<file path="src/hw/rtl/polyline_miter_offset_defines.svh">
// Assertion helpers for polyline_miter_offset.sv; clk_i and rst_ni must be in scope.
`ifndef POLYLINE_MITER_OFFSET_DEFINES_SVH
`define POLYLINE_MITER_OFFSET_DEFINES_SVH

`define PLMO_ASSERT_IMP(lbl, ante, cons, msg) \
  lbl: assert property (@(posedge clk_i) disable iff (!rst_ni) (ante) |-> (cons)) \
    else $error(msg);

`define PLMO_ASSERT_NXT(lbl, ante, cons, msg) \
  lbl: assert property (@(posedge clk_i) disable iff (!rst_ni) (ante) |=> (cons)) \
    else $error(msg);

`endif

</file>
<file path="src/hw/rtl/plmo_pkg.sv">
package plmo_pkg;

  localparam int unsigned FRAC_BITS_DEF  = 16;
  localparam int unsigned INDEX_BITS_DEF = 16;

  localparam int unsigned DW         = 64;
  localparam int unsigned MUL_STEPS  = 33;
  localparam int unsigned DIV_STEPS  = 64;
  localparam int unsigned SQRT_STEPS = 32;
  localparam int unsigned CNT_W      = 7;

  localparam logic [DW-1:0] RMAX      = 64'd1 << 38;
  localparam logic [DW+1:0] MUL_LIMIT = 66'd1 << 62;

  localparam logic [1:0] CFG_IS_POLYGON    = 2'd0;
  localparam logic [1:0] CFG_OFFSET_AMOUNT = 2'd1;
  localparam logic [1:0] CFG_DEPTH_SCALING = 2'd2;

  typedef enum logic [2:0] {
    ALU_MUL  = 3'b001,
    ALU_DIV  = 3'b010,
    ALU_SQRT = 3'b100
  } alu_op_e;

  typedef struct packed {
    logic          start;
    alu_op_e       op;
    logic [DW-1:0] a;
    logic [DW-1:0] b;
  } alu_req_t;

  typedef struct packed {
    logic          busy;
    logic          done;
    logic          big;
    logic [DW-1:0] res;
  } alu_rsp_t;

endpackage

</file>
<file path="src/hw/rtl/plmo_alu.sv">
module plmo_alu (
  input  logic               clk_i,
  input  logic               rst_ni,
  input  plmo_pkg::alu_req_t req_i,
  output plmo_pkg::alu_rsp_t rsp_o
);

  logic                             busy_q, done_q, big_q;
  plmo_pkg::alu_op_e                op_q;
  logic [plmo_pkg::CNT_W-1:0]       cnt_q;
  logic [plmo_pkg::DW-1:0]          acc_q, a_q, b_q;
  logic [plmo_pkg::DW:0]            rem_q;

  logic [plmo_pkg::DW+1:0]          mul_nxt;
  logic                             mul_big;
  logic [plmo_pkg::DW:0]            div_trial;
  logic                             div_ge;
  logic [plmo_pkg::DW:0]            sq_rem, sq_test;
  logic                             sq_ge;
  logic [plmo_pkg::CNT_W-1:0]       steps;

  always_comb begin
    mul_nxt   = {1'b0, acc_q, 1'b0}
              + (b_q[plmo_pkg::MUL_STEPS-1] ? {2'b00, a_q} : '0);
    mul_big   = mul_nxt > plmo_pkg::MUL_LIMIT;
    div_trial = {rem_q[plmo_pkg::DW-1:0], a_q[plmo_pkg::DW-1]};
    div_ge    = div_trial >= {1'b0, b_q};
    sq_rem    = {rem_q[plmo_pkg::DW-2:0], a_q[plmo_pkg::DW-1 -: 2]};
    sq_test   = {acc_q[plmo_pkg::DW-2:0], 2'b01};
    sq_ge     = sq_rem >= sq_test;
    unique case (req_i.op)
      plmo_pkg::ALU_MUL:  steps = plmo_pkg::CNT_W'(plmo_pkg::MUL_STEPS);
      plmo_pkg::ALU_DIV:  steps = plmo_pkg::CNT_W'(plmo_pkg::DIV_STEPS);
      plmo_pkg::ALU_SQRT: steps = plmo_pkg::CNT_W'(plmo_pkg::SQRT_STEPS);
      default:            steps = plmo_pkg::CNT_W'(plmo_pkg::MUL_STEPS);
    endcase
  end

  always_ff @(posedge clk_i or negedge rst_ni) begin
    if (!rst_ni) begin
      busy_q <= 1'b0;
      done_q <= 1'b0;
      op_q   <= plmo_pkg::ALU_MUL;
      cnt_q  <= '0;
    end else begin
      done_q <= 1'b0;
      if (req_i.start) begin
        busy_q <= 1'b1;
        op_q   <= req_i.op;
        cnt_q  <= steps;
      end else if (busy_q) begin
        cnt_q <= cnt_q - 1'b1;
        if (cnt_q == plmo_pkg::CNT_W'(1)) begin
          busy_q <= 1'b0;
          done_q <= 1'b1;
        end
      end
    end
  end

  always_ff @(posedge clk_i) begin
    if (req_i.start) begin
      a_q   <= req_i.a;
      b_q   <= req_i.b;
      acc_q <= '0;
      rem_q <= '0;
      big_q <= 1'b0;
    end else if (busy_q) begin
      unique case (op_q)
        plmo_pkg::ALU_MUL: begin
          b_q <= b_q << 1;
          if (big_q || mul_big) big_q <= 1'b1;
          else acc_q <= mul_nxt[plmo_pkg::DW-1:0];
        end
        plmo_pkg::ALU_DIV: begin
          a_q <= a_q << 1;
          if (div_ge) begin
            rem_q <= div_trial - {1'b0, b_q};
            acc_q <= {acc_q[plmo_pkg::DW-2:0], 1'b1};
          end else begin
            rem_q <= div_trial;
            acc_q <= {acc_q[plmo_pkg::DW-2:0], 1'b0};
          end
        end
        plmo_pkg::ALU_SQRT: begin
          a_q <= a_q << 2;
          if (sq_ge) begin
            rem_q <= sq_rem - sq_test;
            acc_q <= {acc_q[plmo_pkg::DW-2:0], 1'b1};
          end else begin
            rem_q <= sq_rem;
            acc_q <= {acc_q[plmo_pkg::DW-2:0], 1'b0};
          end
        end
        default: ;
      endcase
    end
  end

  assign rsp_o.busy = busy_q;
  assign rsp_o.done = done_q;
  assign rsp_o.big  = big_q;
  assign rsp_o.res  = acc_q;

endmodule

</file>
<file path="config.mk">
export PLATFORM = sky130hd
export DESIGN_NAME = plmo_alu
export DESIGN_NICKNAME = d
export VERILOG_FILES = /design/src/hw/rtl/polyline_miter_offset_defines.svh /design/src/hw/rtl/plmo_pkg.sv /design/src/hw/rtl/plmo_alu.sv
export SDC_FILE = /design/constraint.sdc
export NUM_CORES = 1
export LEC_CHECK = 0
export CORE_MARGIN = 1
export CORE_UTILIZATION = 55
export DETAILED_ROUTE_END_ITERATION = 6
export DONT_BUFFER_PORTS = 1
export PLACE_DENSITY = 0.67
export SYNTH_ARGS = -nofsm -noshare
export SYNTH_HDL_FRONTEND = slang
export SYNTH_SLANG_ARGS = --single-unit
</file>
<file path="constraint.sdc">
create_clock -name clk_i -period 5.3 [get_ports clk_i]
set_input_delay 0.53 -clock clk_i [delete_from_list [all_inputs] [get_ports clk_i]]
set_output_delay 0.53 -clock clk_i [all_outputs]
set_load 0.02 [all_outputs]
</file>
Word level (Yosys, flattened, before mapping) --
Index checks and enable logic that the tools add are counted.
Cells by class: bitwise operators 0, $add $sub $neg 4, equal/unequal tests 7, multiply operators 0, shift-type cells 0, reductions and logical operators 11, mux-type cells 23, magnitude comparators 3, divide/modulo/power cells 0
Operator list (count):
- 64-bit 2-to-1 mux | 9
- 64-bit one-hot mux with 2 select lines | 2
- 64-bit one-hot mux with 3 select lines | 1
- 64-bit subtractor | 2
- 65-bit by 64-bit adder with 66-bit output | 1
- 66-bit by 63-bit greater-than comparator with 1-bit output (second input constant) | 1
- 65-bit by 64-bit greater-or-equal comparator with 1-bit output | 1
- 65-bit greater-or-equal comparator | 1
- 7-bit 2-to-1 mux | 2
- 7-bit one-hot mux with 2 select lines | 1
- 1-bit 2-to-1 mux | 8
- 7-bit by 1-bit equality test with 1-bit output (second input constant) | 1
- 7-bit by 1-bit subtractor with 7-bit output (second input constant) | 1
- 3-bit by 2-bit equality test with 1-bit output (second input constant) | 2
- 3-bit equality test (second input constant) | 2
- 2-bit AND reduction | 3
- 3-bit AND reduction | 2
- 2-bit nonzero test | 3
- 3-bit nonzero test | 2
- 3-bit by 1-bit equality test with 1-bit output (second input constant) | 1
- 2-bit != test (second input constant) | 1
- 1-bit logical OR | 1
Word-level totals: output and inout port bits 67, latch bits 0, bits in writable memories 0, register bits after elaboration 269, logic and storage cells 57, input port bits 134, memories 0, ROM bits 0

Longest topological paths before layout --
Gate-level depths: netlist of run 1.
depth after elaboration 6, depth in mapped cells 20, gate-level depth less buffers 16

Worst setup path before layout of run 1 --
OpenSTA, ideal clock, no wires.
path kind reg2reg, from reg b_q[32] (netlist bit), to reg acc_q[1] (netlist bit), period minus slack after synthesis 4506 ps, path slack 794 ps, stages on the path, launching flop included 21, required time 5221 ps, buffers on the path 5, library setup time 79 ps, data arrival time 4427 ps, path through edfxtp_1 clkbuf_1 clkbuf_1 and2_1 ha_1 clkbuf_1 a21oi_1 o21ai_0 a21oi_4 a21oi_1 a31oi_4 xnor2_1 or3_1 a2111o_1 nor4b_1 and4_1 o211a_1 buf_6 buf_12 nor3_1 a211oi_2
On the way: cells in the longest elaborated chain, start to end 6, elaborated cells between the ends (all ways) 8, those cells by class add/sub: 1; order compare: 1; eq/ne: 1; mux: 3; reduce/logical: 2
Ends and longest elaborated chain:
- from (decl) | line plmo_alu.sv:11 | logic [plmo_pkg::DW-1:0] acc_q, a_q, b_q;
- from (signal assigned) | line plmo_alu.sv:64 | b_q <= req_i.b;
- from (signal assigned) | line plmo_alu.sv:71 | b_q <= b_q << 1;
- 64-bit 2-to-1 mux (*) | line plmo_alu.sv:24 | + (b_q[plmo_pkg::MUL_STEPS-1] ? {2'b00, a_q} : '0);
- 65-bit by 64-bit adder with 66-bit output (*) | line plmo_alu.sv:24
- 66-bit by 63-bit greater-than comparator with 1-bit output | line plmo_alu.sv:25 | mul_big = mul_nxt > plmo_pkg::MUL_LIMIT;
- 1-bit logical OR | line plmo_alu.sv:72 | if (big_q || mul_big) big_q <= 1'b1;
- 2-bit != test (no source line)
- 3-bit AND reduction (no source line)
- to (signal assigned) | line plmo_alu.sv:73 | else acc_q <= mul_nxt[plmo_pkg::DW-1:0];
- to (signal assigned) | line plmo_alu.sv:79 | acc_q <= {acc_q[plmo_pkg::DW-2:0], 1'b1};
- to (signal assigned) | line plmo_alu.sv:82 | acc_q <= {acc_q[plmo_pkg::DW-2:0], 1'b0};
- to (decl) | line plmo_alu.sv:11
Mark *: on every way between the ends. The rest lies on a longest branch, timed or not. The select of a mux whose other input is x is not followed. A chain may end at the register's enable or synchronous reset.

Worst setup path after layout of run 1 --
from reg b_q[32] (netlist bit), to reg acc_q[12] (netlist bit)
The elaborated chain is that of the path after synthesis.

==> results.json, run 1 <==
{
  "outcome": "complete, no violations",
  "overflow": 0,
  "drive_gt1_frac": 0.09815,
  "rows": 79,
  "drv_slew": 0,
  "track_usage": 0.3444,
  "initial_core_util": 0.5619,
  "cp_data_arrival_time_ns": 5.64,
  "routed_wl_um": 86890,
  "wl_per_cell_um": 22.29,
  "synth-seq-area-share": 0.2550,
  "final_area_sq_mm": 0.02841,
  "reg2reg_depth": 17,
  "syn_to_final_growth_pct": 7.668,
  "syn_inst": 3329,
  "crit_required_ns": 5.75,
  "clk_pin_slew_ns": 0.06,
  "postPlaceCellArea_sq_mm": 0.02721,
  "hold_path_class": "in2reg",
  "hold_depth": 1,
  "final_common_cell": "nand2_1",
  "hold_viol": 0,
  "combPwrFrac": 0.512,
  "vdd_drop_max_uv": 266.3,
  "max_stage_delay_ns": 0.51,
  "skew_ns": 0.03833,
  "seqPwrFrac": 0.271,
  "p_clk_frac": 0.217,
  "cts_buffers": 34,
  "drv_cap": 0,
  "synth.avg_cell_area_sq_um": 7.926,
  "fin_crit_sh": 0.9792,
  "synthesis.area_sq_mm": 0.02638,
  "p_sw_mw": 4.731,
  "root_buffer": "clkbuf_16",
  "cts.sinks": 269,
  "p_int_mw": 5.844,
  "insertion_delay_ns": 0.58,
  "tightestPinTransition_ns": 1.342,
  "synth-seq-cells": 269,
  "die_y_um": 221.0,
  "drt_iter0_markers": 2878,
  "critPathLaunchType": "register",
  "synthArstFlopShare": 0.04461,
  "timing.fmax_mhz": 192.7,
  "dpl.hpwl_um": 68430,
  "cts_tree": "yes",
  "port_buffers": 0,
  "period_minus_slack_ns": 5.190,
  "setup_viol_count_final": 0,
  "pre_cts_slack_ns": -0.02049,
  "avgViaCountPerCell": 6.473,
  "drt-pass1-iter-count": 5,
  "timing.final.ws_setup_ns": 0.1103,
  "crit_chain": "and2_1, ha_1, fa_1, a21o_1, a221oi_2, o31a_4, o2111ai_4, a21oi_1, o21ai_0, xnor2_1, and4b_1, nor4b_1, and4_1, o211a_4, buf_12, nor3_2, a211oi_2",
  "finalWeightedCongestion": 1.069,
  "ant_nets": 0,
  "power_density_mw_per_mm2": 372.3,
  "leakage_nw": 11.84,
  "crit_fanout": 31,
  "vias": 25240,
  "grt_pass1_vias": 23520,
  "ys_types": 93,
  "grt_pass1_wl_um": 134300,
  "relSlewSlack": 0.1051,
  "cp-end-kind": "register",
  "synth_flop_cell": "dfxtp_1",
  "fp.dieW_um": 221.0,
  "io_pins": 201,
  "die_area_sq_mm": 0.04885,
  "h-tree-depth": 2,
  "p_sw_frac": 0.4474,
  "p_total_mw": 10.58,
  "antenna_found_initial": 2,
  "synth_edf_count": 128,
  "drc_errors": 0,
  "worstSetupPathType": "reg2reg",
  "syn_nets": 3659,
  "grt_max_degree": 344,
  "layout.cells.most_common_list": "nand2_1, a21oi_1, o21ai_0, inv_1, ha_1",
  "yosysWarnings": 0,
  "core_sq_mm": 0.04695,
  "nets": 3595,
  "cp_slowest_cell": "edfxtp_1",
  "fillerInstances": 4283,
  "max-clock-path-buffers": 3
}
## final timing paths
check / slack, ns / from / to
worst max-delay path: 0.11 / b_q[32] / acc_q[12]
worst min register to register: 0.55 / cnt_q[5] / cnt_q[5]
worst max register to register: 0.11 / b_q[32] / acc_q[12]
min in group asynchronous: 0.39 / rst_ni / busy_q
worst min-delay path: 0.11 / req_i[129] / op_q[1]
max in group asynchronous: 4.51 / rst_ni / done_q
## logic make-up after synthesis
logic type | Yosys count | share of synthesized area
compound gates | 1175 | 0.3031
buf+inv | 414 | 0.06407
flops | 269 | 0.2550
fa+ha+maj | 196 | 0.09352
xor+xnor | 161 | 0.05345
mux | 118 | 0.04510
simple gates | 996 | 0.1858
## final cells by class
type                    count  area [sq um]  area share
clock buffers              48         954.7     0.03361
multi-input cells        2646         18110      0.6375
repair buffers            119          1003     0.03532
inverters                 195         732.0     0.02577
clock inverters            14         117.6    0.004140
flip-flops and latches    269          6728      0.2368
diodes                      1         2.502  0.00008809
well taps                 607         759.5     0.02674
## flip-flops by register name, summed over array words and instances, names as in the netlist
register  cells
a_q          64
acc_q        64
b_q          64
rem_q        64
cnt_q         7
op_q          3
big_q         1
busy_q        1
done_q        1
## routing by layer
metal | up-vias | share of wire | global-route usage
met4 | 2 | 0.034 | 0.1216
li1 | 12180 | - | -
met2 | 1010 | 0.42 | 0.5173
met5 | - | 0.00010 | 0
met3 | 142 | 0.088 | 0.07011
met1 | 11910 | 0.46 | 0.4876
## critical path, delay by kind of cell, from the launching register on
| family | cells | cell delay [ns] |
|---|---|---|
| XOR/XNOR | 1 | 0.36 |
| flip-flops | 1 | 0.51 |
| buffers and inverters | 1 | 0.23 |
| AND/OR/NAND/NOR | 5 | 1.11 |
| adder cells (fa/ha/maj) | 2 | 0.68 |
| AO/OA/AOI/OAI | 8 | 2.17 |
## cells in the mapped netlist (all sizes together), types with 74 or more instances
cell type,count,area [sq um]
nand2,374,1406
a21oi,294,1486
o21ai,282,1415
inv,195,732.0
ha,194,2427
nor2,185,694.4
clkbuf,177,664.4
dfxtp,129,2582
edfxtp,128,3844
a21o,127,953.4
mux2i,111,1111
nor3,107,730.7
xnor2,99,867.1
o211ai,94,710.7
a211oi,83,903.4
nand4,75,469.2
and2,74,462.9
## metrics by stage
stage / TNS, ns / instances / hold WS, ns / util
after floorplan: 0 / 3329 / 0.2344 / -
after global placement: 0 / 3832 / 0.2347 / 0.5796
after detailed placement: -0.03377 / 3832 / 0.2346 / 0.5796
after CTS: 0 / 3895 / 0.08725 / 0.6028
after global routing: -0.03695 / 3898 / 0.1090 / 0.6050
final: 0 / 3899 / 0.1138 / 0.6050
## repair_timing
item | 4_1_cts | 5_1_grt
buffers inserted | 0 | 3
setup endpoints to repair | 8 | 64
endpoints found under the hold margin | 12 | 0
gates resized for setup | 1 | 20
hold buffers | 1 | 0
## power by group through the flow
stage          Combinational (mW)  Clock [mW]  Sequential, mW
2_1_floorplan                3.74           0            2.87
3_3_place_gp                 5.20           0            2.89
3_5_place_dp                 5.26           0            2.89
4_1_cts                      5.30        2.32            2.85
5_1_grt                      5.87        2.39            2.89
6_report                     5.41        2.29            2.87
Note: power is estimated with default switching activity, not from simulation.
==> run 2: changes to the inputs <==
--- a/config.mk
+++ b/config.mk
@@ -10,6 +10,7 @@
 export DETAILED_ROUTE_END_ITERATION = 6
 export DONT_BUFFER_PORTS = 1
 export PLACE_DENSITY = 0.67
+export REMOVE_ABC_BUFFERS = 1
 export SYNTH_ARGS = -nofsm -noshare
 export SYNTH_HDL_FRONTEND = slang
 export SYNTH_SLANG_ARGS = --single-unit
==> results.json, run 2 (synthesis gave the netlist of run 1 again) <==
{
  "vdd_drop_max_uv": 294.8,
  "drive_gt1_frac": 0.1048,
  "drt_iter0_markers": 2868,
  "nets": 3615,
  "wl_per_cell_um": 22.34,
  "finalWeightedCongestion": 1.056,
  "fillerInstances": 4262,
  "insertion_delay_ns": 0.61,
  "drt-pass1-iter-count": 7,
  "grt_max_degree": 341,
  "io_pins": 201,
  "cp-end-kind": "register",
  "final_common_cell": "nand2_1",
  "rows": 79,
  "skew_ns": 0.02494,
  "antennaDiodeCount": 0,
  "leakage_nw": 11.94,
  "r2r-start": "b_q[32]",
  "cts_tree": "yes",
  "drv_cap": 0,
  "fin_crit_sh": 0.9651,
  "tightestPinTransition_ns": 1.210,
  "dpl.hpwl_um": 69030,
  "routed_wl_um": 87500,
  "use_met3": 0.08485,
  "period_minus_slack_ns": 5.115,
  "syn_to_final_growth_pct": 8.066,
  "grt_pass1_wl_um": 135700,
  "clk_pin_slew_ns": 0.06,
  "setup_viol_count_final": 0,
  "die_y_um": 221.0,
  "die_area_sq_mm": 0.04885,
  "pre_cts_slack_ns": 0.1231,
  "cts_buffers": 31,
  "grt_pass1_vias": 23810,
  "cp_data_arrival_time_ns": 5.63,
  "cts.sinks": 269,
  "power_density_mw_per_mm2": 367.2,
  "avgViaCountPerCell": 6.497,
  "ant_nets": 0,
  "timing.final.ws_setup_ns": 0.1848,
  "port_buffers": 0,
  "fin_cells": 3917,
  "antenna_found_initial": 0,
  "initial_core_util": 0.5619,
  "track_usage": 0.3464,
  "crit_required_ns": 5.81,
  "overflow": 0,
  "hold_path_class": "in2reg",
  "utilization": 0.6073,
  "hold_viol": 0,
  "seqPwrFrac": 0.273,
  "p_total_mw": 10.47,
  "core_sq_mm": 0.04695,
  "use_met2": 0.5032,
  "grt_most_used_layer": "met2",
  "postPlaceCellArea_sq_mm": 0.02736,
  "min-delay-start": "req_i[128]",
  "relSlewSlack": 0.1850,
  "outcome": "complete, no violations",
  "crit_fanout": 47,
  "regArea_sq_mm": 0.006728,
  "combPwrFrac": 0.523,
  "final_area_sq_mm": 0.02851,
  "vias": 25450,
  "reg2reg_depth": 18,
  "cp-startpoint": "b_q[32]",
  "drc_errors": 0,
  "root_buffer": "clkbuf_16",
  "hold_depth": 1,
  "drv_slew": 0,
  "dp.cells": 3855,
  "multiInputGateArea_sq_mm": 0.01813,
  "worstSetupPathType": "reg2reg",
  "p_int_mw": 5.780,
  "critPathLaunchType": "register",
  "p_clk_frac": 0.204,
  "layout.cells.most_common_list": "nand2_1, a21oi_1, o21ai_0, inv_1, ha_1",
  "p_sw_frac": 0.4479,
  "timing.fmax_mhz": 195.5,
  "use_met1": 0.4922,
  "max-clock-path-buffers": 3,
  "p_sw_mw": 4.688,
  "h-tree-depth": 1,
  "fp.dieW_um": 221.0
}
## run 2: cell count changes in the layout (fill, tap and decap cells not counted), sizes merged
cell / change
inv: -2
diode: -1
dlygate4sd3: +1
clkinv: -2
buf: +21
dlymetal6s2s: +1
## run 2: final cells by class
class | instances | area share
repair buffers | 142 | 0.04064
inverters | 195 | 0.02567
flip-flops and latches | 269 | 0.2360
clock inverters | 10 | 0.002765
clock buffers | 48 | 0.03234
multi-input cells | 2646 | 0.6360
well taps | 607 | 0.02664
## run 2: final timing paths
kind                        endpoint  slack, ns
max in group asynchronous   cnt_q[4]       4.49
setup / recovery           acc_q[24]       0.18
hold reg to reg             cnt_q[6]       0.54
setup reg to reg           acc_q[24]       0.18
min in group asynchronous   cnt_q[1]       0.39
hold / removal               op_q[0]       0.07
## run 2: critical path: stages, from the launching register on
cell	delay, ns
edfxtp_1	0.49
buf_8	0.22
and2_1	0.19
ha_1	0.38
a21oi_1	0.26
o21ai_0	0.21
a31oi_2	0.31
o21ai_1	0.16
or4_1	0.65
a211oi_1	0.26
a2111oi_1	0.09
buf_4	0.16
nor4_1	0.27
and4_1	0.25
and4_2	0.28
o211a_4	0.28
buf_4	0.21
nor3_2	0.06
a211oi_2	0.25
## run 2: stage by stage
step | hold WS (ns) | setup TNS (ns)
after floorplan | 0.2344 | -814.74
after global placement | 0.2347 | 0
after detailed placement | 0.2346 | 0
after CTS | 0.02295 | 0
after global routing | 0.05056 | -0.01044
final | 0.07185 | 0
## run 2: routing by layer
metal	share of wire	routed length, um
met4	0.041	3560
met1	0.46	39990
met2	0.41	35510
met3	0.096	8440
met5	0	0
## run 2: repair_timing
item                       4_1_cts  5_1_grt
gates resized for setup          0       29
hold buffers                     2        0
buffers inserted                 0        2
setup endpoints to repair        0       64
hold endpoints to repair        16        0
## run 2: power groups by stage
stage / registers [mW] / clock network [mW] / logic (mW)
global route: 2.89 / 2.23 / 5.92
global placement: 2.88 / 0 / 5.22
floorplan: 2.89 / 0 / 3.65
finish: 2.86 / 2.14 / 5.47
CTS: 2.84 / 2.16 / 5.32
detailed placement: 2.89 / 0 / 5.28
